### config.mk
export PLATFORM = sky130hd
export DESIGN_NAME = pae_div
export DESIGN_NICKNAME = d
export VERILOG_FILES = /design/src/sv/pae_pkg.sv /design/src/sv/pae_div.sv
export SDC_FILE = /design/constraint.sdc
export NUM_CORES = 2
export LEC_CHECK = 0
export BUFFER_PORTS_ARGS = -buffer_cell sky130_fd_sc_hd__buf_2
export CAP_MARGIN = 5
export CORE_UTILIZATION = 50
export CTS_CLUSTER_SIZE = 24
export DETAILED_ROUTE_END_ITERATION = 8
export GPL_ROUTABILITY_DRIVEN = 0
export PLACE_DENSITY = 0.68
export SLEW_MARGIN = 20
export SYNTH_ARGS = -nofsm -noshare
export SYNTH_HDL_FRONTEND = slang
export SYNTH_SLANG_ARGS = --single-unit
### constraint.sdc
create_clock -name clk -period 3.9 [get_ports clk]
set_input_delay 1.17 -clock clk [delete_from_list [all_inputs] [get_ports clk]]
set_output_delay 1.17 -clock clk [all_outputs]
set_load 0.05 [all_outputs]
### src/sv/pae_pkg.sv
// Shared types and constants for the particle frame-step update pipeline.
// Used by every module of the block; depends on nothing.
package pae_pkg;

    // Signed Q16.16 value
    typedef logic signed [31:0] fix_t;

    // Position and velocity of one particle, axis 0 = x
    typedef struct packed {
        fix_t [2:0] pos;
        fix_t [2:0] vel;
    } kin_t;

    // Per-stage control carried beside the data
    typedef struct packed {
        logic        alive;
        logic [24:0] new_age;
    } meta_t;

    // Configuration register indexes
    typedef enum logic [7:0] {
        REG_FRAME_STEP = 8'd0,
        REG_GRAVITY_X  = 8'd1,
        REG_GRAVITY_Y  = 8'd2,
        REG_GRAVITY_Z  = 8'd3,
        REG_STOP_ZERO  = 8'd4,
        REG_STOP_ONE   = 8'd5,
        REG_STOP_TWO   = 8'd6,
        REG_STOP_THREE = 8'd7
    } cfg_idx_t;

    localparam logic [23:0] FRAME_STEP_RST = 24'd1092;
    localparam int          DIV_STAGES     = 17;
    localparam logic [16:0] SEG_ONE        = 17'd21627;
    localparam logic [16:0] SEG_TWO        = 17'd43254;
    localparam logic [16:0] RATIO_MAX      = 17'd65536;

endpackage

### src/sv/pae_div.sv
// Pipelined restoring divider: ratio = floor(new_age * 2^16 / lifetime).
// One quotient bit per register stage; depends on pae_pkg.
module pae_div (
    input  logic        clk,
    input  logic        en,
    input  logic [24:0] new_age,
    input  logic [23:0] life,
    output logic [16:0] ratio
);
    import pae_pkg::*;

    logic [24:0] rem_reg  [DIV_STAGES];
    logic [16:0] quo_reg  [DIV_STAGES];
    logic [23:0] life_reg [DIV_STAGES];
    logic        lz_reg   [DIV_STAGES];

    for (genvar k = 0; k < DIV_STAGES; k++)
    begin : g_stage
        logic [24:0] rem_in;
        logic [16:0] quo_in;
        logic [23:0] life_in;
        logic        lz_in;
        logic        take;

        if (k == 0)
        begin : g_first
            assign rem_in  = new_age;
            assign quo_in  = '0;
            assign life_in = life;
            assign lz_in   = (life == '0);
        end
        else
        begin : g_next
            assign rem_in  = {rem_reg[k-1][23:0], 1'b0};
            assign quo_in  = quo_reg[k-1];
            assign life_in = life_reg[k-1];
            assign lz_in   = lz_reg[k-1];
        end

        assign take = (rem_in >= {1'b0, life_in});

        // Subtract the divisor where it fits and set one quotient bit
        always_ff @(posedge clk)
        begin
            if (en)
            begin
                rem_reg[k]  <= take ? (rem_in - {1'b0, life_in}) : rem_in;
                quo_reg[k]  <= quo_in | ({16'd0, take} << (DIV_STAGES - 1 - k));
                life_reg[k] <= life_in;
                lz_reg[k]   <= lz_in;
            end
        end
    end

    // Zero lifetime reads as ratio zero
    assign ratio = lz_reg[DIV_STAGES-1] ? '0 : quo_reg[DIV_STAGES-1];

endmodule

==> results.json <==
{
  "dieArea_sq_um": 106600,
  "via_per_inst": 5.539,
  "cts_buffer_depth": 3,
  "r2r_end": "rem_reg[0][137]",
  "async_flop_share_pct": 0,
  "crit_path_start_kind": "flip-flop",
  "die_h_um": 326.4,
  "ys_seq_elements": 938,
  "ys_seq_area_share_pct": 53.52,
  "fp.dieW_um": 326.4,
  "period_share_pct": 96.88,
  "grt_pass1_wl_um": 173100,
  "cp.required_ps": 4300,
  "final_nets": 5246,
  "antenna_cells": 0,
  "finClkSkew_ps": 55.02,
  "rows": 118,
  "layout_commonest_cell": "edfxtp_1",
  "grt_overflow": 0,
  "slew_violations": 0,
  "cts_tree": "yes",
  "dp_cells": 6047,
  "drive_gt1_share_pct": 11.25,
  "clk_root_buffer_cell": "clkbuf_16",
  "p_comb_share_pct": 45.1,
  "synth_flop_cell": "edfxtp_1",
  "leakage_nw": 24.27,
  "design.core.area_sq_um": 103900,
  "syn_inst": 4560,
  "layout-area-overhead-vs-synth_pct": 12.04,
  "path_clk_slew_ps": 60,
  "syn_area_per_cell_sq_um": 11.54,
  "final_cell_mix": "edfxtp_1, inv_1, ha_1, nand2_1, a21oi_1",
  "dp_hpwl_um": 81120,
  "pwr_density_cell_nw_per_um2": 799.4,
  "fin_util_pct": 56.73,
  "maxCapViolCount": 0,
  "tightest_slew_ps": 850.0,
  "hold_viol": 0,
  "wl_um": 107800,
  "crit_end": "rem_reg[0][137]",
  "stdcell_count": 6234,
  "p_int_w": 0.03032,
  "synth.distinct_cells": 89,
  "end_kind": "flip-flop",
  "pwr-share-seq_pct": 34.9,
  "power.total_w": 0.04714,
  "start_util_pct": 50.64,
  "hp-class": "reg2reg",
  "grt_start_max_net_pins": 97,
  "antenna_found_initial": 1,
  "fmax_mhz": 264.7,
  "cts_buffers": 99,
  "ant_nets": 0,
  "setup.worst_path.start": "life_reg[0][97]",
  "setup_violations": 0,
  "fin_crit_ps": 3779,
  "portBuffers": 67,
  "drc": 0,
  "drtIter0Drc": 2215,
  "insertion_delay_ps": 700,
  "status": "finished, final reports clean",
  "path_class": "reg2reg",
  "relSlewSlack_pct": 42.81,
  "rrSetupSlack_ps": 120,
  "switchingPower_w": 0.01683,
  "grt_pass1_vias": 33660,
  "ys_warn_count": 0,
  "pwr-share-clk_pct": 20.0,
  "ios": 68,
  "power_switching_share_pct": 35.69,
  "grt_usage_pct": 20.26,
  "r2r-start": "life_reg[0][97]",
  "r2r_cells": 13,
  "ir_drop_v": 0.0004864,
  "worstPathMaxFanout": 24,
  "synth_edf_count": 938,
  "synth_area_sq_um": 52630,
  "dr_total_vias": 34530,
  "first_pass_iters": 7,
  "wl_per_cell_um": 17.30,
  "ctsHtreeMaxLevel": 3,
  "cp.arrival_ps": 4180,
  "syn_nets": 5034,
  "clock_sinks": 938
}
## what timing repair did
action	4_1_cts	5_1_grt
gates resized for setup	0	3
endpoints found under the hold margin	0	0
hold buffers	0	0
endpoints found under the setup margin	0	69
buffers inserted	0	4
## cell usage after synthesis, types with 10 or more instances
cell       count  share of area, %
a211oi_1      23              0.33
a21boi_0      17              0.24
a21o_1       137               2.0
a21oi_1      298               2.8
a31oi_1       39              0.46
and2_1        20              0.24
and3_1        34              0.40
buf_2         23              0.22
clkbuf_1      51              0.36
edfxtp_1     938                54
fa_1          16              0.61
ha_1         407               9.7
inv_1        525               3.7
mux2_1        25              0.53
mux2_2       154               3.3
mux2_4        16              0.46
mux2i_1       15              0.29
nand2_1      312               2.2
nand2b_1      54              0.64
nand3_1       73              0.69
nand4_1       54              0.64
nor2_1       235               1.7
nor2b_1       79              0.94
nor3_1        62              0.59
nor4_1        20              0.24
o2111ai_1     13              0.22
o211ai_1      19              0.27
o21a_1        51              0.73
o21ai_0      265               2.5
o21ai_1       15              0.14
o21bai_1      35              0.50
o31a_1        10              0.17
o31ai_1       31              0.44
o41ai_1       10              0.17
or2_2         12              0.14
or3_1         19              0.23
xnor2_1      184               3.1
xor2_1       121               2.0
## worst min-delay path by stage
stage,from,to,slack (ps),cells past startpoint
floorplan,lz_reg[0][9],lz_reg[0][10],400,0
finish,quo_reg[0][113],quo_reg[0][130],400,0
global placement,quo_reg[1][62],quo_reg[1][79],400,0
global route,quo_reg[0][113],quo_reg[0][130],410,0
detailed placement,quo_reg[0][116],quo_reg[0][133],400,0
CTS,quo_reg[0][113],quo_reg[0][130],390,0
## cells by family (layout without fill, tap and decap cells)
kind of cell             Yosys count  in the layout  synth area share (%)
AO/OA/AOI/OAI                   1064           1064                 12.82
XOR/XNOR                         305            305                 5.075
adder cells (fa/ha/maj)          423            423                 10.28
buffers and inverters            607            901                 4.457
flip-flops                       938            938                 53.52
multiplexers                     210            210                 4.571
AND/OR/NAND/NOR                 1013           1013                 9.274
## metrics by stage
stage	cell area (sq um)	TNS (ps)	setup WS, ps	hold slack (ps)
6_report	58970	0	121.5	396.2
5_1_grt	58970	-388.6	-56.09	405.3
4_1_cts	58910	0	67.46	390.5
3_5_place_dp	55630	-7466	-329.1	404.5
3_3_place_gp	55630	-5279	-239.5	400.2
2_1_floorplan	52640	0	73.88	400.3
## layout make-up
type	instances	area [sq um]
Multi-Input combinational cell	3015	22200
Fill cell	8564	44970
Clock buffer	118	2570
Sequential cell	938	28170
Inverter	525	1971
Tap cell	1380	1727
Clock inverter	65	710.7
Timing Repair Buffer	193	1629
## metal layers
layer | vias to the layer above | global-route usage, % | wire [um]
li1 | 17130 | - | -
met1 | 16400 | 26.61 | 47980
met2 | 786 | 33.85 | 50970
met3 | 207 | 3.158 | 5090
met4 | 0 | 7.538 | 3785
met5 | - | 0 | 0
## critical path, stage by stage (launching register included)
cell	delay (ps)
edfxtp_1	420
inv_1	80
ha_1	230
nor2b_1	140
o31a_1	300
o211ai_2	220
a211oi_1	140
o21ai_2	220
a211oi_1	150
o41ai_2	510
nand3_1	130
a311o_1	420
buf_12	190
mux2_4	310
## power by group through the flow
stage	logic (W)	clock network [W]	registers [W]
after global routing	0.0236	0.0100	0.0167
after floorplan	0.0163	0	0.0159
after CTS	0.0211	0.00966	0.0165
after global placement	0.0205	0	0.0167
final	0.0212	0.00943	0.0165
after detailed placement	0.0209	0	0.0166
Note: power is estimated with default switching activity, not from simulation.
