## src/sv/pae_pkg.sv

```systemverilog
// Shared types and constants for the particle frame-step update pipeline.
// Used by every module of the block; depends on nothing.
package pae_pkg;

    // Signed Q16.16 value
    typedef logic signed [31:0] fix_t;

    // Position and velocity of one particle, axis 0 = x
    typedef struct packed {
        fix_t [2:0] pos;
        fix_t [2:0] vel;
    } kin_t;

    // Per-stage control carried beside the data
    typedef struct packed {
        logic        alive;
        logic [24:0] new_age;
    } meta_t;

    // Configuration register indexes
    typedef enum logic [7:0] {
        REG_FRAME_STEP = 8'd0,
        REG_GRAVITY_X  = 8'd1,
        REG_GRAVITY_Y  = 8'd2,
        REG_GRAVITY_Z  = 8'd3,
        REG_STOP_ZERO  = 8'd4,
        REG_STOP_ONE   = 8'd5,
        REG_STOP_TWO   = 8'd6,
        REG_STOP_THREE = 8'd7
    } cfg_idx_t;

    localparam logic [23:0] FRAME_STEP_RST = 24'd1092;
    localparam int          DIV_STAGES     = 17;
    localparam logic [16:0] SEG_ONE        = 17'd21627;
    localparam logic [16:0] SEG_TWO        = 17'd43254;
    localparam logic [16:0] RATIO_MAX      = 17'd65536;

endpackage

```

## src/sv/pae_color.sv

```systemverilog
// Color stages: segment select, interpolation multiply, add and saturate.
// Three register stages; depends on pae_pkg.
module pae_color (
    input  logic        clk,
    input  logic        en,
    input  logic [16:0] ratio,
    input  logic [23:0] stops [4],
    output logic [7:0]  chan [3]
);
    import pae_pkg::*;

    logic [16:0]        t_reg;
    logic [7:0]         ca1_reg [3];
    logic [7:0]         ca2_reg [3];
    logic signed [8:0]  dif_reg [3];
    logic signed [26:0] prd_reg [3];
    logic [7:0]         out_reg [3];
    logic [16:0]        seg_start;
    logic [23:0]        stop_a;
    logic [23:0]        stop_b;
    logic [16:0]        t_next;

    // Pick the segment by the age ratio
    always_comb
    begin
        if (ratio < SEG_ONE)
        begin
            seg_start = '0;
            stop_a    = stops[0];
            stop_b    = stops[1];
        end
        else if (ratio < SEG_TWO)
        begin
            seg_start = SEG_ONE;
            stop_a    = stops[1];
            stop_b    = stops[2];
        end
        else
        begin
            seg_start = SEG_TWO;
            stop_a    = stops[2];
            stop_b    = stops[3];
        end
        t_next = ((ratio - seg_start) << 1) + (ratio - seg_start);
    end

    for (genvar c = 0; c < 3; c++)
    begin : g_chan
        localparam int SH = 16 - 8 * c;
        logic [7:0]         a_ch;
        logic [7:0]         b_ch;
        logic signed [11:0] sum;

        assign a_ch = stop_a[SH +: 8];
        assign b_ch = stop_b[SH +: 8];
        assign sum  = $signed({4'd0, ca2_reg[c]}) + $signed(prd_reg[c][26:16]);

        always_ff @(posedge clk)
        begin
            if (en)
            begin
                ca1_reg[c] <= a_ch;
                dif_reg[c] <= $signed({1'b0, b_ch}) - $signed({1'b0, a_ch});
                ca2_reg[c] <= ca1_reg[c];
                prd_reg[c] <= dif_reg[c] * $signed({1'b0, t_reg});
                if (sum < 0)
                    out_reg[c] <= '0;
                else if (sum > 12'sd255)
                    out_reg[c] <= 8'hFF;
                else
                    out_reg[c] <= sum[7:0];
            end
        end

        assign chan[c] = out_reg[c];
    end

    always_ff @(posedge clk)
    begin
        if (en)
            t_reg <= t_next;
    end

endmodule

```

## config.mk

```make
export PLATFORM = sky130hd
export DESIGN_NAME = pae_color
export DESIGN_NICKNAME = d
export VERILOG_FILES = /design/src/sv/pae_pkg.sv /design/src/sv/pae_color.sv
export SDC_FILE = /design/constraint.sdc
export NUM_CORES = 1
export LEC_CHECK = 0
export BUFFER_PORTS_ARGS = -buffer_cell sky130_fd_sc_hd__buf_2
export CORE_MARGIN = 2
export CORE_UTILIZATION = 35
export DETAILED_ROUTE_END_ITERATION = 12
export SETUP_SLACK_MARGIN = 0.4
export SLEW_MARGIN = 10
export SYNTH_ARGS = -nofsm -noshare
export SYNTH_HDL_FRONTEND = slang
export SYNTH_SLANG_ARGS = --single-unit
```

## constraint.sdc

```tcl
create_clock -name clk -period 9.3 [get_ports clk]
set_input_delay 1.86 -clock clk [delete_from_list [all_inputs] [get_ports clk]]
set_output_delay 1.86 -clock clk [all_outputs]
set_load 0.02 [all_outputs]
```

==> flow_metrics.tcl <==
set metrics [dict create \
    ios 139 \
    hold_class "register to register" \
    antenna_cells 0 \
    largest_reg_flops 33 \
    via_per_inst 4.960 \
    max_freq_mhz 129.8 \
    status "completed" \
    synthXorXnorAreaFrac_pct 3.537 \
    grt_max_degree 69 \
    synth_simple_gate_area_share_pct 15.19 \
    wl_met1_um 22350 \
    synth-compound-area-share_pct 10.46 \
    synth_top_area_cell "fa_1" \
    ant_nets 0 \
    grt_overflow 0 \
    path_max_fanout 29 \
    fin_ws_ps 1593 \
    route.detailed.drc 0 \
    dr.max_layer_used "met5" \
    max_cap_viol_count 0 \
    vias 15760 \
    synth_cells 2219 \
    cts_resized 0 \
    syn_avg_cell_area_um2 10.15 \
    gp_congestion 0.8307 \
    min_period_over_period_pct 82.87 \
    tightest_slew_ps 1176 \
    grt.total_usage_pct 15.78 \
    numCtsBuffers 17 \
    post_cts_buffers 0 \
    tritoncts "yes" \
    clk_pin_slew_worst_paths_ps 60 \
    ctsRootBufferMaster "clkbuf_16" \
    ys_ff_latch 149 \
    cp.arrival_ps 7900 \
    end_kind "register" \
    yosys.area.top_type_share_pct 28.70 \
    final_util_pct 38.51 \
    initial_utilization_pct 35.21 \
    grt_pass1_vias 17230 \
    ys_warn_count 0 \
    synth-adder-area-share_pct 43.91 \
    crit_type "input pin to register" \
    dr_wl_met3_um 2051 \
    tns_ps 0 \
    die_area_um2 66420 \
    netlist_area_um2 22530 \
    setup_viol 0 \
    finalHoldViolations 0 \
    synth_nets 2931 \
    clk_latency_ps 440 \
    core_area_um2 64000 \
    areaGrowthSynthToFinish_pct 9.385 \
    cts.sinks 149 \
    critPathRequiredTime_ps 9490 \
    layout.nets 3021 \
    synth_area_leaders "fa_1, edfxtp_1, ha_1" \
    seq_area_frac_synth_pct 19.86 \
    grt_pass1_wl_um 85230 \
    die_h_um 257.7 \
    ctsHoldBuffers 0 \
    period_needed_ps 7707 \
    clock_skew_ps 7.111 \
    io_buffers 138 \
    wl_met2_um 25200 \
    layout-drive-gt1-share_pct 10.42 \
    async_flop_share_pct 0 \
    drv_slew 0 \
    synth_cell_types 68 \
    slew_headroom_pct 21.62 \
    clock_path_buffers 2 \
    synthFlopType "edfxtp_1" \
    synth_top_family_by_area "adder cells" \
    start_kind "input pin" \
    drt-wirelength-per-cell_um 15.93 \
    synthMuxAreaShare_pct 0.04998 \
    grt_setup_unrepaired "no" \
    num_rows 93 \
    drt-initial-drc-count 630 \
    antenna_found_initial 1 \
    h-tree-depth 4 \
    die_w_um 257.7 \
    place_ws_ps 1136 \
    routed_wl_um 50600 \
    hpwl_um 38550 \
    drtPass1Iterations 6 \
    synth-edff-count 149 \
]
[critical path, stage by stage]
cell	delay, ps
buf_2	130
or2_4	270
a311o_1	320
a21o_1	180
a21o_1	200
a21oi_4	220
nand2_8	180
inv_4	530
ha_1	290
inv_1	60
fa_1	450
a211oi_2	360
o21ai_2	150
a21oi_1	190
xnor2_1	200
ha_1	270
or3_1	380
or2_2	300
o21bai_1	230
a211oi_1	90
a31oi_1	280
a21oi_1	140
or3_1	330
a21oi_1	180
xnor2_1	80
[path summary, 6_finish.rpt]
| path | from | endpoint | slack [ps] | depth (start not counted) |
|---|---|---|---|---|
| setup / recovery | ratio[9] | t_reg[15]$_DFFE_PP_ | 1590 | 25 |
| hold / removal | ca1_reg[0][14]$_DFFE_PP_ | ca2_reg[0][14]$_DFFE_PP_ | 420 | 0 |
| setup reg to reg | t_reg[1]$_DFFE_PP_ | prd_reg[0][80]$_DFFE_PP_ | 2950 | 18 |
| hold reg to reg | ca1_reg[0][14]$_DFFE_PP_ | ca2_reg[0][14]$_DFFE_PP_ | 420 | 0 |
[stage by stage]
step	hold slack, ps	cells	instance area, µm²
finish	417.3	3177	24650
global route	424.8	3177	24650
detailed placement	404.5	3145	24090
global placement	402.3	3145	24090
CTS	417.0	3177	24650
floorplan	400.3	2219	22530
[cell usage after synthesis (17+ instances only)]
| master | n |
|---|---|
| nand2_1 | 223 |
| nor3_1 | 18 |
| inv_1 | 298 |
| fa_1 | 323 |
| nor2_1 | 100 |
| xnor2_1 | 61 |
| ha_1 | 274 |
| o21a_1 | 30 |
| o21ai_0 | 34 |
| clkbuf_1 | 79 |
| and2_1 | 204 |
| o22ai_1 | 27 |
| nor2b_1 | 68 |
| nand2b_1 | 27 |
| a21oi_1 | 59 |
| o21bai_1 | 17 |
| a21o_1 | 42 |
| xor2_1 | 30 |
| edfxtp_1 | 149 |
[routing by layer]
metal	up-vias	track usage, %
li1	7432	-
met1	7884	20.31
met2	371	28.00
met3	69	1.865
met4	2	4.287
met5	-	0
[logic make-up (layout without fill, tap and decap cells)]
group | count (synthesis) | in the layout
compound gates | 299 | 299
xor+xnor | 91 | 91
fa+ha+maj | 597 | 597
buf+inv | 406 | 509
flops | 149 | 149
mux | 1 | 1
simple gates | 676 | 676
[cell usage in the layout, fill, tap and decap left out, types with 4 or more instances in the layout]
cell	count
fa_1	323
inv_1	297
ha_1	274
nand2_1	223
and2_1	204
edfxtp_1	149
buf_2	137
nor2_1	100
nor2b_1	68
xnor2_1	61
a21oi_1	59
a21o_1	42
o21ai_0	34
o21a_1	30
xor2_1	30
nand2b_1	27
o22ai_1	27
buf_4	24
nor3_1	18
inv_2	17
o21bai_1	17
clkbuf_16	17
a221oi_4	16
a211oi_1	13
a221oi_1	9
and3_1	7
a31oi_1	6
nand3_1	6
nand4_1	5
or2_2	5
o2111ai_1	5
o221ai_1	4
o211ai_1	4
clkinvlp_4	4
[layout make-up]
cell class,count,area (µm²)
clock buffer,20,436.7
clock inverter,12,120.1
fill,6345,39350
inverter,315,1185
multi-input combinational,1664,16480
sequential,149,4474
tap,855,1070
timing repair buffer,162,877.1
Power is left out: the tool's default activity adds up to more than one toggle a clock period on the data nets, which glitch-free logic cannot reach.
